<file path="src/hw/rtl/orr_pkg.sv">
`default_nettype none
package orr_pkg;
  localparam int unsigned DEPTH_DEF        = 64;
  localparam int unsigned PAYLOAD_BITS_DEF = 64;
  localparam int unsigned TS_W             = 32;
  localparam int unsigned SEQ_W            = 32;
  localparam int unsigned CNT_W            = 7;
  localparam int unsigned PL_W             = 64;

  typedef enum logic [1:0] {
    OP_PUSH   = 2'd0,
    OP_ACK    = 2'd1,
    OP_LATEST = 2'd2,
    OP_BATCH  = 2'd3
  } op_t;

  // one classified command between front and back
  typedef struct packed {
    op_t              op;
    logic [TS_W-1:0]  ts;
    logic [PL_W-1:0]  payload;
    logic [CNT_W-1:0] max_count;
    logic [TS_W-1:0]  after_ts;
  } cmd_t;

  typedef struct packed {
    logic             found;
    logic [SEQ_W-1:0] seq;
    logic [TS_W-1:0]  ts;
    logic [PL_W-1:0]  payload;
    logic             last;
    logic [CNT_W-1:0] count;
    logic [TS_W-1:0]  oldest;
    logic [TS_W-1:0]  acked;
  } res_t;
endpackage
`default_nettype wire

</file>
<file path="src/hw/rtl/orr_front.sv">
`default_nettype none
module orr_front
  import orr_pkg::*;
#(
  parameter int unsigned DEPTH        = DEPTH_DEF,
  parameter int unsigned PAYLOAD_BITS = PAYLOAD_BITS_DEF
) (
  input  wire logic       clk,
  input  wire logic       rst_n,
  input  wire logic       in_tvalid,
  output logic            in_tready,
  input  wire logic [1:0] in_op,
  input  wire logic [TS_W-1:0] in_ts,
  input  wire logic [PAYLOAD_BITS-1:0] in_payload,
  input  wire logic [CNT_W-1:0] in_max_count,
  input  wire logic [TS_W-1:0] in_after_ts,
  output logic            q_valid,
  input  wire logic       q_pop,
  output cmd_t            q_cmd
);
  // two-entry command queue
  cmd_t       mem_r [2];
  logic       wp_r, rp_r;
  logic [1:0] cnt_r;
  cmd_t       c;
  logic       push;

  always_comb begin
    c           = '0;
    c.op        = op_t'(in_op);
    c.ts        = in_ts;
    c.payload   = PL_W'(in_payload);
    c.max_count = (in_max_count > CNT_W'(DEPTH)) ? CNT_W'(DEPTH) : in_max_count;
    c.after_ts  = in_after_ts;
  end

  assign in_tready = (cnt_r != 2'd2);
  assign push      = in_tvalid && in_tready;
  assign q_valid   = (cnt_r != 2'd0);
  assign q_cmd     = mem_r[rp_r];

  always_ff @(posedge clk) begin
    if (push) mem_r[wp_r] <= c;
    if (!rst_n) begin
      wp_r <= 1'b0; rp_r <= 1'b0; cnt_r <= '0;
    end else begin
      if (push) wp_r <= ~wp_r;
      if (q_pop && q_valid) rp_r <= ~rp_r;
      cnt_r <= cnt_r + 2'(push) - 2'(q_pop && q_valid);
    end
  end

  ast_no_over: assert property (@(posedge clk) disable iff (!rst_n) cnt_r <= 2'd2)
    else $error("queue count overflow");
  ast_pop_valid: assert property (@(posedge clk) disable iff (!rst_n)
    (cnt_r == 2'd0) |-> !q_valid) else $error("pop from empty");
  ast_full_stall: assert property (@(posedge clk) disable iff (!rst_n)
    (cnt_r == 2'd2) |-> !in_tready) else $error("accept while full");
endmodule
`default_nettype wire

</file>
<file path="config.mk">
export PLATFORM = sky130hd
export DESIGN_NAME = orr_front
export DESIGN_NICKNAME = d
export VERILOG_FILES = /design/src/hw/rtl/orr_pkg.sv /design/src/hw/rtl/orr_front.sv
export SDC_FILE = /design/constraint.sdc
export NUM_CORES = 1
export LEC_CHECK = 0
export ABC_AREA = 1
export BUFFER_PORTS_ARGS = -buffer_cell sky130_fd_sc_hd__buf_2
export CORE_UTILIZATION = 47
export CTS_CLUSTER_DIAMETER = 40
export CTS_CLUSTER_SIZE = 20
export DETAILED_ROUTE_END_ITERATION = 10
export PLACE_DENSITY = 0.82
export SLEW_MARGIN = 10
export SYNTH_ARGS = -nofsm -noshare
export SYNTH_HDL_FRONTEND = slang
export SYNTH_SLANG_ARGS = --single-unit
</file>
<file path="constraint.sdc">
create_clock -name clk -period 7.4 [get_ports clk]
set_clock_uncertainty 0.05 [all_clocks]
set_input_delay 1.11 -clock clk [delete_from_list [all_inputs] [get_ports clk]]
set_output_delay 1.11 -clock clk [all_outputs]
set_load 0.005 [all_outputs]
</file>
==> flow_metrics.env, run 1 <==
export IMPL_grt_max_degree=74
export IMPL_cts_made_buffers=35
export IMPL_maxSlewViolCount=0
export IMPL_antenna_found_initial=1
export IMPL_rows=53
export IMPL_tightest_slew_ps=991.5
export IMPL_yosysMostFrequentCell="edfxtp_1"
export IMPL_cts_root_buf="clkbuf_16"
export IMPL_synth_top_area_frac=0.8018
export IMPL_synth_edff_count=274
export IMPL_post_drt_via_cell_ratio=4.902
export IMPL_htreeDepth=2
export IMPL_status="completed"
export IMPL_synth_nets=618
export IMPL_cp_slowest_cell="dfxtp_4"
export IMPL_cts_tree="built"
export IMPL_cts_setup_buffers=0
export IMPL_port_buffers=279
export IMPL_cts_reportedPaths_clkPinSlew_ps=60
export IMPL_yosysWarnings=0
export IMPL_post_route_util=0.6163
export IMPL_die_w_um=149.8
export IMPL_yosysUniqueCellTypes=14
export IMPL_first_pass_iters=4
export IMPL_gp_congestion=0.7430
export IMPL_crit_required_ps=6240
export IMPL_rsz0062_at_grt="false"
export IMPL_syn_inst=476
export IMPL_place_hpwl_mm=12.35
export IMPL_overflow=0
export IMPL_critical_path_class="reg2out"
export IMPL_leakage_nw=4.937
export IMPL_wl_per_cell_um=17.58
export IMPL_cp_max_fo=73
export IMPL_chipHeight_um=149.8
export IMPL_cts_resized=0
export IMPL_synth_seq_cells=279
export IMPL_avgSynthCellArea_um2=21.56
export IMPL_fin_crit_ps=4136
export IMPL_start_util=0.4836
export IMPL_grt_pass1_wl_mm=28.60
export IMPL_cap_violations=0
export IMPL_drt_iter0_drc=219
export IMPL_ir_drop_uv=240.1
export IMPL_drtAntennaViolNets=0
export IMPL_fmax_mhz=241.8
export IMPL_arrival_ps=2980
export IMPL_yosys_area_top_type="edfxtp_1"
export IMPL_setup_ws_ps=3264
export IMPL_drcViolationCount=0
export IMPL_io_pins=280
export IMPL_drive_above_1_share=0.5973
export IMPL_post_place_ws_ps=3780
export IMPL_vias=5309
export IMPL_fin_setup_tns_ps=0
export IMPL_fillers=1591
export IMPL_max_slew_margin=0.3390
export IMPL_critical_path_max_stage_delay_ps=930
export IMPL_synth_ff_type="edfxtp_1"
export IMPL_grt_pass1_vias=5715
export IMPL_min_path_type="reg2reg"
export IMPL_async_flop_share=0
export IMPL_end_kind="primary output"
export IMPL_core_um2=21220
export IMPL_cp_start_kind="flip-flop"
export IMPL_hold_viol=0
export IMPL_crit_chain="buf_4, mux2_2, buf_2"
export IMPL_synth_top_cells_by_area="edfxtp_1 80%, mux2_2 15%, clkbuf_8 1.3%"
export IMPL_cts_hold_buf=0
export IMPL_seq_area_frac_synth=0.8115
export IMPL_clock_path_buffers=3
export IMPL_synth_common_cells="274 x edfxtp_1, 137 x mux2_2, 15 x nor2_1, 11 x nand2_1"
export IMPL_nNetsFinal=923
export IMPL_setup_viol=0
export IMPL_fin_crit_sh=0.5589
export IMPL_syn2layout_area_growth_pct=27.44
export IMPL_track_usage=0.1669
export IMPL_cts_sinks=279
export IMPL_power_density_nw_per_um2=355.8
export IMPL_dieArea_um2=22430
export IMPL_clk_latency_ps=490
export IMPL_routed_wl_mm=19.04
export IMPL_synthesis_area_um2=10260
[critical path: cells and delay by family (launching register included)]
kind / cells / cell delay [ps]
buffers and inverters: 2 / 930
flip-flops: 1 / 930
multiplexers: 1 / 450
[cell type report]
| cell class | instances | area, µm² | area share |
|---|---|---|---|
| diodes | 1 | 2.502 | 0.0001913 |
| clock buffers | 41 | 950.9 | 0.07271 |
| clock inverters | 22 | 264.0 | 0.02019 |
| inverters | 10 | 37.54 | 0.002870 |
| multi-input cells | 171 | 1714 | 0.1311 |
| flip-flops and latches | 279 | 8332 | 0.6370 |
| well taps | 275 | 344.1 | 0.02631 |
| repair buffers | 284 | 1434 | 0.1096 |
[layer usage]
layer	track usage	wire, µm
met5	0	15
met4	0.06667	551
met3	0.05915	1627
met2	0.2935	9792
met1	0.1832	7054
[path summary, 6_finish.rpt]
path | startpoint | slack [ps] | cells past startpoint | to
worst max-delay path | flip-flop | 3260 | 3 | q_cmd[133]
worst min-delay path | rp_r | 480 | 2 | rp_r
worst max register to register | cnt_r[0] | 5290 | 5 | mem_r[1][12]
worst min register to register | rp_r | 480 | 2 | rp_r
[cell families (layout without fill, tap and decap cells)]
family	count (synthesis)	count (layout)	share of synthesized area
AOI/OAI and AO/OA	4	4	0.002682
adders and majority gates	1	1	0.001219
buffers and inverters	26	357	0.02292
DFF	279	279	0.8115
xor gates and xnor gates	1	1	0.0008536
other	0	1	0
and+or+nand+nor	28	28	0.01048
muxes	137	137	0.1503
[flip-flops by register name, indices dropped and copies added, names as in the netlist, named ones only]
name and cells:
mem_r 274, cnt_r 2, rp_r 1, wp_r 1
[through the flow]
| step | hold WS (ps) | instances | instance area [µm²] | power [mW] |
|---|---|---|---|---|
| 4_1_cts | 471.1 | 1082 | 13080 | 4.715 |
| 3_3_place_gp | 431.5 | 1019 | 11860 | 2.957 |
| 5_1_grt | 500.3 | 1082 | 13080 | 4.851 |
| 3_5_place_dp | 454.4 | 1019 | 11860 | 2.986 |
| 6_report | 479.1 | 1083 | 13080 | 4.654 |
| 2_1_floorplan | 416.9 | 476 | 10270 | 2.657 |
[power breakdown]
part	switching [mW]	internal, mW	total, mW
clock network	0.637	1.08	1.71
logic	0.406	0.427	0.833
registers	0.0965	2.01	2.11
[cell usage in the layout (no fill, tap or decap)]
cell        count
a21boi_0        3
clkinv_4        2
nor2_4          2
clkinv_1        2
clkinvlp_4      4
ha_1            1
dfxtp_1         4
mux2_2        137
inv_6           4
clkinv_2        3
buf_2         279
nor2_1         13
diode_2         1
edfxtp_1      274
dfxtp_4         1
nand3_1         2
clkinv_8        1
xnor2_1         1
clkbuf_8        1
buf_4           5
inv_8           2
nand2_1        11
inv_1          10
a21oi_1         1
clkbuf_1        3
clkbuf_16      37
bufinv_16       4
Power figures use the tool's default switching activity.
==> run 2, diff against run 1 <==
Clock period 7.4 ns to 3.7 ns, I/O delays scaled along.
==> run 2 against run 1 <==
Effect of this change:
- power grew 91%
- worst hold slack lost 330 ps
- critical path depth is the same
- sequential share of layout area grew 0.77 points
- via count grew 0.85%
- routed wire length grew 0.11%
- first-iteration DRC count shrank 8.2%
- die area is the same
- non-clock buffer count grew 1
- count of clock-buffer cells in the layout shrank 3
- critical path type unchanged
==> flow_metrics.env, run 2 (synthesis results as in run 1) <==
export IMPL_drtAntennaViolNets=0
export IMPL_rows=53
export IMPL_cts_tree="built"
export IMPL_overflow=0
export IMPL_finalNonFillerCells=1077
export IMPL_grt_pass1_vias=5662
export IMPL_r2r_start="cnt_r[0]"
export IMPL_max_slew_margin=0.4666
export IMPL_clock_path_buffers=3
export IMPL_port_buffers=279
export IMPL_critical_path_class="reg2out"
export IMPL_status="completed"
export IMPL_fin_crit_ps=2729
export IMPL_track_usage=0.1631
export IMPL_min_path_type="in2reg"
export IMPL_syn2layout_area_growth_pct=25.92
export IMPL_tightest_slew_ps=800.1
export IMPL_cts_root_buf="clkbuf_16"
export IMPL_grt_pass1_wl_mm=28.08
export IMPL_top_register="mem_r"
export IMPL_grt_max_degree=139
export IMPL_dp_cells=1020
export IMPL_hold_viol=0
export IMPL_cts_hold_buf=0
export IMPL_worst_r2r_path_depth=5
export IMPL_drt_iter0_drc=201
export IMPL_wl_per_cell_um=17.70
export IMPL_post_drt_via_cell_ratio=4.971
export IMPL_drcViolationCount=0
export IMPL_fillers=1544
export IMPL_cp_endpoint="q_cmd[65]"
export IMPL_rsz0062_at_grt="false"
export IMPL_dpl_cell_area_um2=11910
export IMPL_antenna_found_initial=1
export IMPL_chipHeight_um=149.8
export IMPL_maxSlewViolCount=0
export IMPL_dieArea_um2=22430
export IMPL_vias=5354
export IMPL_leakage_nw=4.855
export IMPL_cts_made_buffers=31
export IMPL_die_w_um=149.8
export IMPL_ir_drop_uv=664.8
export IMPL_core_um2=21220
export IMPL_routed_wl_mm=19.06
export IMPL_power_density_nw_per_um2=688.1
export IMPL_io_pins=280
export IMPL_reg_top3="mem_r x274, cnt_r x2"
export IMPL_fin_crit_sh=0.7377
export IMPL_layout_common_cells="279 x buf_2, 274 x edfxtp_1, 137 x mux2_2, 31 x clkbuf_16, 13 x nor2_1"
export IMPL_crit_required_ps=3090
export IMPL_cp_max_fo=33
export IMPL_final_area_um2=12920
export IMPL_largest_reg_flops=274
export IMPL_nNetsFinal=920
export IMPL_cts_resized=0
export IMPL_drive_above_1_share=0.5880
export IMPL_arrival_ps=2120
export IMPL_start_util=0.4836
export IMPL_layout_commonest_cell="buf_2"
export IMPL_cp_start_kind="flip-flop"
export IMPL_htreeDepth=1
export IMPL_gp_congestion=0.7271
export IMPL_place_hpwl_mm=12.04
export IMPL_clk_latency_ps=540
export IMPL_fin_setup_tns_ps=0
export IMPL_r2r_slack_ps=1680
export IMPL_post_place_ws_ps=1481
export IMPL_end_kind="primary output"
export IMPL_first_pass_iters=4
export IMPL_setup_ws_ps=970.5
export IMPL_r2r_end="mem_r[0][86]"
export IMPL_min_path_cells=1
export IMPL_cap_violations=0
export IMPL_cts_sinks=279
export IMPL_setup_viol=0
export IMPL_cts_setup_buffers=0
export IMPL_cts_reportedPaths_clkPinSlew_ps=60
export IMPL_fmax_mhz=366.4
run 2: cell count changes in the layout (fill, tap and decap cells not counted), moves of 2 or more:
cell       previous run  this run
buf_12                0         3
buf_4                 5         3
clkbuf_1              3         7
clkbuf_16            37        31
inv_6                 4         1
run 2: critical path: stages (launching register included):
cell and delay, ps:
dfxtp_4 640, buf_4 400, mux2_2 400, buf_2 130
run 2: worst min-delay path by stage:
stage                               start            end  slack [ps]
after global placement               rp_r           rp_r         430
after CTS                  in_after_ts[0]    mem_r[0][0]         120
after detailed placement             rp_r           rp_r         450
after global routing      in_after_ts[24]   mem_r[0][24]         130
final                           in_ts[12]  mem_r[1][115]         150
after floorplan                      rp_r      flip-flop         420
run 2: per-layer routing:
metal | global-route usage | vias to the layer above | wire, µm
li1 | - | 2477 | -
met1 | 0.1824 | 2618 | 7277
met2 | 0.2951 | 205 | 9807
met3 | 0.04390 | 52 | 1407
met4 | 0.06212 | 2 | 556
met5 | 0 | - | 13
run 2: stage by stage:
step | total power [mW] | util | hold WS [ps]
floorplan | 5.313 | - | 416.9
global route | 9.275 | 0.6088 | 126.6
detailed placement | 5.994 | 0.5611 | 450.0
CTS | 9.019 | 0.6088 | 123.0
global placement | 5.948 | 0.5611 | 430.9
finish | 8.892 | 0.6090 | 151.4
run 2: report_power, final:
part	switching [mW]	internal, mW	leakage (nW)
sequential	0.141	4.01	2.60
combinational	0.874	0.876	1.76
clock	1.17	1.82	0.486
total	2.18	6.71	4.85
run 2: layout make-up:
| cell class | instances | area [µm²] | share of cell area |
|---|---|---|---|
| Sequential cell | 279 | 8332 | 0.6448 |
| Multi-Input combinational cell | 171 | 1714 | 0.1326 |
| Timing Repair Buffer | 285 | 1479 | 0.1144 |
| Clock buffer | 38 | 802.0 | 0.06206 |
| Tap cell | 275 | 344.1 | 0.02663 |
| Clock inverter | 18 | 211.5 | 0.01636 |
| Inverter | 10 | 37.54 | 0.002905 |
| Antenna cell | 1 | 2.502 | 0.0001936 |
